$ cat config.mk
export PLATFORM = sky130hd
export DESIGN_NAME = rfa_ram
export DESIGN_NICKNAME = d
export VERILOG_FILES = /design/src/hw/rtl/rfa_ram.sv
export SDC_FILE = /design/constraint.sdc
export NUM_CORES = 1
export LEC_CHECK = 0
export BUFFER_PORTS_ARGS = -buffer_cell sky130_fd_sc_hd__buf_2
export CAP_MARGIN = 5
export CORE_MARGIN = 2
export CORE_UTILIZATION = 50
export DETAILED_ROUTE_END_ITERATION = 7
export PLACE_DENSITY = 0.75
export REMOVE_ABC_BUFFERS = 1
export SLEW_MARGIN = 20
export SYNTH_ARGS = -nofsm -noshare
export SYNTH_HDL_FRONTEND = slang
export SYNTH_SLANG_ARGS = --single-unit
$ cat constraint.sdc
create_clock -name clk -period 1.75 [get_ports clk]
set_clock_uncertainty 0.05 [all_clocks]
set_input_delay 0.0875 -clock clk [delete_from_list [all_inputs] [get_ports clk]]
set_output_delay 0.0875 -clock clk [all_outputs]
set_load 0.01 [all_outputs]
$ cat src/hw/rtl/rfa_ram.sv
`timescale 1ns / 1ps
module rfa_ram #(
  parameter int WIDTH = 8,
  parameter int DEPTH = 16,
  parameter int AW    = (DEPTH > 1) ? $clog2(DEPTH) : 1
) (
  input  logic             clk,
  input  logic             we,
  input  logic [AW-1:0]    waddr,
  input  logic [WIDTH-1:0] wdata,
  input  logic             re,
  input  logic [AW-1:0]    raddr,
  output logic [WIDTH-1:0] rdata
);

  logic [WIDTH-1:0] mem [DEPTH];
  logic [WIDTH-1:0] rdata_r;

  always_ff @(posedge clk) begin
    if (we) begin
      mem[waddr] <= wdata;
    end
    if (re) begin
      rdata_r <= mem[raddr];
    end
  end

  assign rdata = rdata_r;

endmodule

# After elaboration in Yosys (flattened, before gate mapping)
# Memories as Yosys holds them, arrays and structs flattened. A register that Yosys moved wholly into a read port is not among the register bits.
# Index checks and enable logic that the tools add are counted.
dict set report totals {
  ram_bits 128
  n_memories 1
  output_inout_bits 8
  in_bits 19
  elab_cells 3
  reg_bits 0
}
# name words width read_ports rd_ports_with_merged_regs wr line
set memory_table {}
lappend memory_table {mem 16 8 1 1 1 16} ;# logic [WIDTH-1:0] mem [DEPTH];
dict set report classes {
  n_mux 2
}
# cell count
set op_table {}
lappend op_table {{two-way mux 1 bit} 2}

# Depth between registers and ports, before layout
dict set report logic_depth {
  ltp_word 2
  depth_mapped 5
  depth_no_buf 3
}

# Least setup slack after synthesis
# Ideal clock, no wire load.
dict set report synth_timing {
  path_type {input port to flip-flop}
  startpoint {input port waddr[2]}
  endpoint {memory mem[0][0] (enable)}
  n_path_buf 0
  path_stages 2
  t_required_ns 1.317
  slack_ns 0.120
  arrival_ns 1.197
  setup_ns 0.383
  path_cell_list {or3b_2 -> nor3_1}
}
# item line
set synth_rtl {}
lappend synth_rtl {{from (decl)} 9} ;# input logic [AW-1:0] waddr,
lappend synth_rtl {{to (decl)} 16}
# No word-level cell before the write port.

==> results.json <==
{
  "slew_headroom_pct": 72.88,
  "io-pin-count": 27,
  "worstReg2RegEnd": "rdata[3]$_DFFE_PP_",
  "grt_pass1_wl_um": 15610,
  "num_vias": 2531,
  "fmax_ghz": 0.6171,
  "ys_types": 18,
  "cts_buffers": 17,
  "drt_drc_violations_left": 0,
  "ys_async_sr_fraction_pct": 0,
  "drv_cap": 0,
  "areaGrowthSynthToFinish_pct": 21.59,
  "initial_core_util_pct": 51.09,
  "post_drt_wl_per_cell_um": 22.51,
  "grtUsageMet1_pct": 27.18,
  "rr_worst_depth": 3,
  "clkLatencyLatePin_ns": 0.51,
  "synth-seq-area-share_pct": 78.12,
  "setup_tns_ns": 0,
  "final_max_slew_viol_count": 0,
  "dp.cells": 403,
  "worstMarginPinSlew_ns": 0.4068,
  "rsz0062_at_grt": "false",
  "synth-edff-count": 136,
  "die_h_um": 106.3,
  "drt_wl_total_um": 10040,
  "root_buffer": "clkbuf_8",
  "num_rows": 37,
  "h-tree-depth": 4,
  "crit_start": "mem[10][3]$_DFFE_PP_",
  "cts_buffer_depth": 2,
  "ys.warnings.count": 0,
  "finalSetupViolations": 0,
  "r2r-start": "mem[10][3]$_DFFE_PP_",
  "worstPathArrival_ns": 1.82,
  "synth.area.top_cells": "edfxtp_1 (78%), mux4_2 (7.8%), mux4_1 (7.0%)",
  "fin_util_pct": 62.13,
  "antenna_found_initial": 0,
  "power_density_nw_per_um2": 1191,
  "crit_type": "flip-flop to flip-flop",
  "via_per_inst": 5.675,
  "clkTransAtPathRegs_ns": 0.06,
  "gp_congestion": 0.7265,
  "cts_tree": "built",
  "grt_util_met2_pct": 30.77,
  "antenna_cells": 0,
  "r2r_slack_ns": 0.13,
  "final_cells": 446,
  "dr.pass1.iters": 5,
  "critPathLaunchType": "flip-flop",
  "cp-end-kind": "flip-flop",
  "core_area_um2": 10230,
  "peakVddDrop_mv": 0.6178,
  "ys_seq_elements": 136,
  "grt_usage_pct": 19.65,
  "status": "complete, no violations",
  "dieArea_um2": 11290,
  "postRouteAntennaNets": 0,
  "grt_use_met3_pct": 5.947,
  "power_w": 0.007568,
  "busiest_layer": "met2",
  "synth_ff_type": "edfxtp_1",
  "gr-total-overflow": 0,
  "leakage_nw": 2.164,
  "cts_num_sinks": 136,
  "drive_gt1_share_pct": 31.29,
  "critPathCapture": "rdata[3]$_DFFE_PP_",
  "grt_max_degree": 33,
  "crit_fanout": 1,
  "cts.repair.resized": 0,
  "synthCells": 229,
  "timing.final.crit_share_pct": 92.60,
  "drtIter0Drc": 209,
  "die_w_um": 106.3,
  "syn_avg_cell_area_um2": 22.83,
  "required_ns": 1.95,
  "synth_largest_area_cell": "edfxtp_1",
  "hold_class": "input port to flip-flop",
  "syn_area_um2": 5228,
  "yosys.area.top_type_share_pct": 78.12,
  "finalHoldViolCount": 0,
  "port_buffers": 26,
  "whs_ns": 0.1189,
  "nets": 316,
  "period_needed_ns": 1.620,
  "grt_pass1_vias": 2633,
  "synth_commonest_cells": "edfxtp_1 (136), mux4_2 (18), a22oi_1 (16)",
  "dp_hpwl_um": 6313,
  "synth_most_common_cell": "edfxtp_1"
}
cell usage in the layout (no fill, tap or decap), types with 5 or more instances in the layout:
cell type / instances
clkinvlp_4: 5
buf_4: 18
edfxtp_1: 136
mux4_1: 14
nand2_1: 9
buf_2: 26
dlygate4sd3_1: 11
nor2_1: 13
clkbuf_16: 16
mux4_2: 18
a22oi_1: 16
registers in the layout (all words and copies together) (netlist names):
| name | flops |
|---|---|
| rdata | 8 |
| mem | 128 |
through the flow:
stage	area, um2	setup WS, ns
after floorplan	5141	0.1196
after global placement	5657	0.06804
after detailed placement	5657	0.02633
after CTS	6356	0.1608
after global routing	6356	0.1194
final	6356	0.1296
cell type report:
type / count / area, um2
repair buffers: 59 / 455.4
clock buffers: 19 / 421.7
fillers: 680 / 3875
clock inverters: 13 / 167.7
flip-flops and latches: 136 / 4084
well taps: 136 / 170.2
multi-input cells: 83 / 1057
power breakdown:
part	switching, W	internal, W	total [W]
clock	0.00133	0.00218	0.00351
sequential	0.0000205	0.00367	0.00369
combinational	0.000199	0.000169	0.000368
timing repair:
| action | 4_1_cts | 5_1_grt |
|---|---|---|
| hold endpoints to repair | 137 | 0 |
| endpoints found under the setup margin | 0 | 0 |
| setup buffers | 0 | 0 |
| hold buffers | 11 | 0 |
worst max-delay path, stage by stage, from the launching register on:
cell      delay [ns]
edfxtp_1        0.41
mux4_1          0.53
a22oi_1         0.26
nand2_1         0.10
worst min-delay path by stage:
stage               slack, ns     start  cells past startpoint                   to
floorplan                0.14  wdata[0]                      0  mem[0][0]$_DFFE_PP_
global placement         0.42        re                      1   rdata[7]$_DFFE_PP_
detailed placement       0.42        re                      1   rdata[7]$_DFFE_PP_
CTS                       0.1  waddr[1]                      3  mem[0][2]$_DFFE_PP_
global route             0.11  waddr[1]                      3  mem[0][2]$_DFFE_PP_
finish                   0.12  waddr[1]                      3  mem[0][2]$_DFFE_PP_
per-layer routing:
metal  up-vias  wire, um
met5         -         0
met4         0       160
met3        15       406
met2        79      5108
met1      1322      4365
li1       1115         -
logic make-up (layout without fill, tap and decap cells):
group / count (synthesis) / in the layout / share of synthesized area (%)
AOI/OAI and AO/OA: 16 / 16 / 2.298
muxes: 32 / 32 / 14.79
DFF: 136 / 136 / 78.12
and+or+nand+nor: 35 / 35 / 3.136
buffers and inverters: 10 / 91 / 1.651
Note: power is estimated with default switching activity, not from simulation.
