===== config.mk =====
export PLATFORM = sky130hd
export DESIGN_NAME = rfa_cfg
export DESIGN_NICKNAME = d
export VERILOG_FILES = /design/src/hw/rtl/rfa_pkg.sv /design/src/hw/rtl/rfa_cfg.sv
export SDC_FILE = /design/constraint.sdc
export NUM_CORES = 1
export LEC_CHECK = 0
export BUFFER_PORTS_ARGS = -buffer_cell sky130_fd_sc_hd__buf_2
export CAP_MARGIN = 20
export CORE_UTILIZATION = 60
export CTS_BUF_LIST = sky130_fd_sc_hd__clkbuf_4
export CTS_CLUSTER_SIZE = 10
export DETAILED_ROUTE_END_ITERATION = 16
export PLACE_DENSITY = 0.93
export SYNTH_ARGS = -nofsm -noshare
export SYNTH_HDL_FRONTEND = slang
export SYNTH_SLANG_ARGS = --single-unit

===== constraint.sdc =====
create_clock -name clk -period 5.65 [get_ports clk]
set_clock_uncertainty 0.15 [all_clocks]
set_input_delay 0.2825 -clock clk [delete_from_list [all_inputs] [get_ports clk]]
set_output_delay 0.2825 -clock clk [all_outputs]
set_load 0.02 [all_outputs]

===== src/hw/rtl/rfa_pkg.sv =====
`timescale 1ns / 1ps
package rfa_pkg;

  localparam int PAGE_BYTES_DEF  = 4096;
  localparam int STACK_DEPTH_DEF = 1024;
  localparam int FRAME_COUNT_DEF = 8192;

  localparam int ADDR_W   = 32;
  localparam int OP_W     = 2;
  localparam int COUNT_W  = 8;
  localparam int PAGES_W  = 14;
  localparam int CFG_IDX_W = 2;

  localparam int IN_TDATA_W  = 40;
  localparam int OUT_TDATA_W = 72;

  localparam logic [COUNT_W-1:0] COUNT_MAX = 8'd255;

  localparam logic [OP_W-1:0] OP_ALLOC = 2'd0;
  localparam logic [OP_W-1:0] OP_FREE  = 2'd1;
  localparam logic [OP_W-1:0] OP_ADD   = 2'd2;
  localparam logic [OP_W-1:0] OP_QUERY = 2'd3;

  localparam logic [CFG_IDX_W-1:0] REG_RANGE_START = 2'd0;
  localparam logic [CFG_IDX_W-1:0] REG_RANGE_END   = 2'd1;

  typedef struct packed {
    logic busy;
    logic wr;
    logic done;
    logic restart;
  } rfa_clr_t;

endpackage


===== src/hw/rtl/rfa_cfg.sv =====
`timescale 1ns / 1ps
module rfa_cfg
  import rfa_pkg::*;
#(
  parameter int PAGE_BYTES  = PAGE_BYTES_DEF,
  parameter int FRAME_COUNT = FRAME_COUNT_DEF,
  parameter int PB    = $clog2(PAGE_BYTES),
  parameter int FNW   = ADDR_W - PB,
  parameter int FNXW  = FNW + 1,
  parameter int IDXW  = (FRAME_COUNT > 1) ? $clog2(FRAME_COUNT) : 1
) (
  input  logic                 clk,
  input  logic                 rst_n,
  input  logic                 cfg_valid,
  output logic                 cfg_ready,
  input  logic [CFG_IDX_W-1:0] cfg_addr,
  input  logic [ADDR_W-1:0]    cfg_data,
  output logic [FNXW-1:0]      first_fn,
  output logic [FNXW-1:0]      total,
  output logic [FNXW-1:0]      end_fn,
  output logic [IDXW-1:0]      clr_addr,
  output rfa_clr_t             clr
);

  localparam int CLR_LAST = FRAME_COUNT + 2;
  localparam int CCW      = $clog2(CLR_LAST + 1);

  logic [ADDR_W-1:0] range_start_r, range_end_r;
  logic [FNXW-1:0]   s_r, first_fn_r, total_r, end_fn_r;
  logic [FNW-1:0]    e_r;
  logic              busy_r, busy_nxt;
  logic [CCW-1:0]    cnt_r, cnt_nxt;
  logic              hit;
  logic [ADDR_W:0]   s_sum;
  logic [FNXW-1:0]   e_ext, n_raw, total_nxt;
  logic [31:0]       n32;

  assign cfg_ready = 1'b1;
  assign hit = cfg_valid && cfg_ready &&
               (cfg_addr == REG_RANGE_START || cfg_addr == REG_RANGE_END);

  assign s_sum = {1'b0, range_start_r} + (ADDR_W + 1)'(PAGE_BYTES - 1);
  assign e_ext = {1'b0, e_r};
  assign n_raw = (e_ext > s_r) ? (e_ext - s_r) : '0;
  assign n32   = 32'(n_raw);
  assign total_nxt = (n32 > 32'(FRAME_COUNT)) ? FNXW'(FRAME_COUNT) : n_raw;

  always_ff @(posedge clk) begin
    if (!rst_n) begin
      range_start_r <= '0;
      range_end_r   <= '0;
      s_r           <= '0;
      e_r           <= '0;
      first_fn_r    <= '0;
      total_r       <= '0;
      end_fn_r      <= '0;
    end else begin
      if (cfg_valid && cfg_ready && cfg_addr == REG_RANGE_START) begin
        range_start_r <= cfg_data;
      end
      if (cfg_valid && cfg_ready && cfg_addr == REG_RANGE_END) begin
        range_end_r <= cfg_data;
      end
      s_r        <= s_sum[ADDR_W:PB];
      e_r        <= range_end_r[ADDR_W-1:PB];
      first_fn_r <= s_r;
      total_r    <= total_nxt;
      end_fn_r   <= first_fn_r + total_r;
    end
  end

  always_comb begin
    busy_nxt = busy_r;
    cnt_nxt  = cnt_r;
    if (hit) begin
      busy_nxt = 1'b1;
      cnt_nxt  = '0;
    end else if (busy_r) begin
      if (cnt_r == CCW'(CLR_LAST)) begin
        busy_nxt = 1'b0;
      end else begin
        cnt_nxt = cnt_r + 1'b1;
      end
    end
  end

  always_ff @(posedge clk) begin
    if (!rst_n) begin
      busy_r <= 1'b1;
      cnt_r  <= '0;
    end else begin
      busy_r <= busy_nxt;
      cnt_r  <= cnt_nxt;
    end
  end

  assign clr.busy    = busy_r;
  assign clr.wr      = busy_r && (cnt_r < CCW'(FRAME_COUNT));
  assign clr.done    = busy_r && !hit && (cnt_r == CCW'(CLR_LAST));
  assign clr.restart = hit;
  assign clr_addr    = cnt_r[IDXW-1:0];

  assign first_fn = first_fn_r;
  assign total    = total_r;
  assign end_fn   = end_fn_r;

endmodule


Word-level counts from Yosys, hierarchy flattened
Index checks and enable logic that the tools add are counted.
Word-level totals
  input bits: 37
  register bits: 183
Operators by class
  bitwise logic cells: 2
  order comparisons: 3
  equality and inequality tests: 2
  add/sub/neg operators: 4
  multiplexer cells: 4
  reductions and logical operators: 12
Operator list (number)
  adder 32 x 12 -> 33 bit (second input constant): 1
  adder 21 bit: 1
  greater-than comparator 20 x 21 -> 1 bit: 1
  greater-than comparator 21 x 14 -> 1 bit (second input constant): 1
  2-to-1 mux 21 bit: 1
  subtractor 20 x 21 -> 21 bit: 1
  adder 14 x 1 -> 14 bit (second input constant): 1
  equality test 14 bit (second input constant): 1
  < comparator 14 bit (second input constant): 1
  2-to-1 mux 14 bit: 1
  logical AND 1 bit: 6
  OR reduction 2 bit: 2
  equality test 2 x 1 -> 1 bit (second input constant): 1
  logical NOT 2 bit: 1
  2-to-1 mux 1 bit: 2
  inverter 1 bit: 2
  AND reduction 2 bit: 1
  logical NOT 1 bit: 1
  logical OR 1 bit: 1

Depth between registers and ports, before layout
  depth after elaboration: 6
  depth in mapped cells: 13
  depth with buffers taken out: 12

Least setup slack after synthesis
Ideal clock, no wire load.
  path type: flip-flop to flip-flop
  start: register total_r[0], in the netlist total[0]
  end: register end_fn_r[20], in the netlist end_fn[20]
  stages on the path, launching flop included: 12
  data arrival time: 2717 ps
  path slack: 2656 ps
  required time: 5373 ps
  period minus slack after synthesis: 2994 ps
  cell sequence: dfxtp_1 ha_1 inv_1 fa_1 nand2b_1 a21oi_1 a311oi_1 o31ai_1 a21oi_1 o21a_1 o2111a_1 or3_1
Between the ends
  cells in the longest elaborated chain, start to end: 1
Ends and longest elaborated chain
  start, declared: line rfa_cfg.sv:29  | logic [FNXW-1:0] s_r, first_fn_r, total_r, end_fn_r;
  start signal, assigned: line rfa_cfg.sv:67  | total_r <= total_nxt;
  adder 21 bit: line rfa_cfg.sv:68  | end_fn_r <= first_fn_r + total_r;
  end signal, assigned: line rfa_cfg.sv:68
  end, declared: line rfa_cfg.sv:29
No other way between the ends.
A chain may end at the register's enable or synchronous reset.

Final worst setup path
  start: register e_r[0]
  end: register total_r[4], in the netlist total[4]
Between the ends
  cells in the longest elaborated chain, start to end: 4
  elaborated cells between the ends (all ways): 5
Ends and longest elaborated chain
  start, declared: line rfa_cfg.sv:30  | logic [FNW-1:0] e_r;
  start signal, assigned: line rfa_cfg.sv:65  | e_r <= range_end_r[ADDR_W-1:PB];
  subtractor 20 x 21 -> 21 bit or greater-than comparator 20 x 21 -> 1 bit (tied branches): line rfa_cfg.sv:44  | assign n_raw = (e_ext > s_r) ? (e_ext - s_r) : '0;
  2-to-1 mux 21 bit *: line rfa_cfg.sv:44
  greater-than comparator 21 x 14 -> 1 bit: line rfa_cfg.sv:46  | assign total_nxt = (n32 > 32'(FRAME_COUNT)) ? FNXW'(FRAME_COUNT) : n_raw;
  OR reduction 2 bit (no source line)
Mark *: on every way between the ends. The rest lies on a longest branch, timed or not.

==> results.yml <==
outcome:
  status: "complete, no violations"
synth:
  yosysSeqAreaShare_pct: 43.5
  synth_cell_type_count: 68
  synth_top_area_share_pct: 43.5
  synth_common_cells: "171 x dfxtp_1, 140 x nand2_1, 98 x nor2_1, 91 x a21oi_1"
  synth-edff-count: 0
  synthArstFlopShare_pct: 0
  syn_area_um2: 7860
  ys_ff_latch: 171
  ys_warn_count: 0
  synth_most_common_cell: "dfxtp_1"
  syn_inst: 927
  ys.flop_type: "dfxtp_1"
  synth_top_area_cell: "dfxtp_1"
  avgSynthCellArea_um2: 8.48
  synth_area_leaders: "dfxtp_1 44%, ha_1 6.7%, nand2_1 6.7%"
worst_setup_path:
  worstSetupStartpoint: "e_r[0]$_SDFF_PN0_"
  arrival_ps: 3790
  startpoint_type: "flip-flop"
  r2r_start: "e_r[0]$_SDFF_PN0_"
  endpoint_kind: "flip-flop"
  worstPathRequired_ps: 5990
  crit_path_max_fanout: 14
  crit_type: "flip-flop to flip-flop"
power_and_ir_drop:
  power.density_nw_per_um2: 259
  ir_worst_vdd_mv: 0.233
  p_leak_nw: 3.97
clock_network:
  root_buffer: "clkbuf_4"
  clk_pin_slew_ps: 160
  clock_sinks: 171
  htree_levels: 4
  cts_tree: "yes"
  clk_latency_ps: 590
  cts_made_buffers: 17
  clk_path_buf_depth: 2
  cts_setup_buffers: 0
global_routing:
  grt_max_degree: 83
  grt_pass1_vias: 6499
  grt_usage_pct: 28.2
  grt_pass1_wl_mm: 30.0
  grt_overflow: 0
  antenna_found_initial: 0
final_layout:
  final_nets: 1144
  final_util_pct: 72.4
  seq_area_um2: 3420
  drive_gt1_share_pct: 16.2
  stdcell_area_um2: 9210
  syn_to_final_growth_pct: 17.2
  num-fill-cells: 978
  diodes: 0
  multi_input_area_um2: 4030
route:
  ant_nets: 0
  drc: 0
  wl_per_cell_um: 14.5
  dr_total_vias: 6918
  first_pass_iters: 5
  routed_wl_mm: 18.1
  routed_via_density: 5.54
  initialDrtViolationCount: 402
sta:
  tightest_slew_ps: 831
  min_period_ps: 3460
  period_share_pct: 61.2
  setup_ws_ps: 2190
  setup_tns_ps: 0
  fmaxAchievable_ghz: 0.289
  setup_viol: 0
  rsz0062_at_grt: "no"
  drv_slew: 0
  slew_headroom_pct: 44.6
  final_hold_viol_count: 0
placed_design:
  hpwl_mm: 12.3
  place.gp.congestion: 0.947
  place_area_um2: 8430
  post-place-ws_ps: 2320
  io_buffer_count: 116
worst_hold_path:
  hold_class: "input port to flip-flop"
  hold_path.startpoint: "rst_n"
floorplan:
  floorplan.rows: 41
  core_area_um2: 12700
  die_x_um: 116
  pin_count: 118
  die_y_um: 116
  dieArea_um2: 13600
  start_util_pct: 61.8
flow_run:
  max-cap-violations: 0
-- power by group --
group,internal [mW],leakage [nW],switching (mW)
combinational,0.145,2.41,0.212
clock,0.292,0.176,0.478
sequential,1.24,1.39,0.0189
-- layer usage --
layer / GRT usage (%) / vias up / share of wire, %
met4: 9.91 / 0 / 2.2
met3: 5.66 / 39 / 6.8
met2: 49.5 / 277 / 49
met5: 0 / - / 0
met1: 34.3 / 3185 / 42
li1: - / 3417 / -
-- metrics by stage --
step	cells	hold slack [ps]	total power, mW
3_3_place_gp	1170	285	1.60
4_1_cts	1246	72.8	2.38
2_1_floorplan	933	268	1.53
6_report	1248	114	2.38
3_5_place_dp	1170	288	1.61
5_1_grt	1248	116	2.49
-- cell type report --
type                    count  share of cell area, %
clock inverters            15                   2.13
inverters                  44                   1.79
flip-flops and latches    171                   37.2
well taps                 172                   2.34
repair buffers            164                   11.5
multi-input cells         665                   43.7
clock buffers              17                   1.39
-- logic make-up (layout without fill, tap and decap cells) --
group | after synthesis | count (layout) | synth area share, %
compound gates | 184 | 184 | 14.5
xor+xnor | 56 | 56 | 6.24
fa+ha+maj | 44 | 44 | 7.19
buf+inv | 97 | 240 | 5.55
flops | 171 | 171 | 43.5
mux | 3 | 3 | 0.382
other cells | 2 | 8 | 0.0955
simple gates | 370 | 370 | 22.5
-- path summary, 6_finish.rpt --
kind | to | slack [ps] | cells after the start
hold / removal | end_fn[3]$_SDFF_PN0_ | 110 | 3
setup / recovery | total[4]$_SDFF_PP0_ | 2190 | 12
hold reg to reg | first_fn[16]$_SDFF_PN0_ | 300 | 2
setup reg to reg | total[4]$_SDFF_PP0_ | 2190 | 12
-- state kept, by name (all words and copies together), names as in the netlist --
signal and count:
e_r 20, cnt_r 14, busy_r 1, end_fn 21, total 21, first_fn 21
range_end_r 20, range_start_r 32, s_r 21
-- critical path, stage by stage, from the launching register on --
cell,delay (ps)
dfxtp_1,320
inv_1,50
ha_1,160
inv_1,60
fa_1,420
a21oi_1,180
o22ai_1,140
nor4_1,380
o21ai_1,160
xnor2_1,160
a2111oi_2,350
nand4_2,440
nor4_1,420
-- what timing repair did --
| item | CTS | global route |
|---|---|---|
| endpoints found under the hold margin | 52 | 0 |
| hold buffers | 44 | 0 |
| gates resized for setup | 0 | 0 |
-- layout by cell type (no fill, tap or decap), types with 5 or more instances in the layout --
cell type	synthesis	routed
a211oi_1	7	7
a21o_1	12	12
a21oi_1	91	91
a31oi_1	5	5
and2_1	24	24
and3_1	6	6
buf_2	4	116
clkbuf_4	0	17
conb_1	2	8
dfxtp_1	171	171
dlygate4sd3_1	0	44
ha_1	42	42
inv_1	42	42
inv_6	0	5
inv_8	0	6
nand2_1	140	140
nand2b_1	8	8
nand3_1	19	19
nand4_1	16	16
nor2_1	98	97
nor2b_1	5	5
nor3_1	13	13
nor4_1	13	13
o211ai_1	5	5
o21ai_0	16	16
o21ai_1	9	9
o21bai_1	8	8
or3_1	6	6
xnor2_1	24	24
xor2_1	32	32
(Power assumes the default switching activity.)
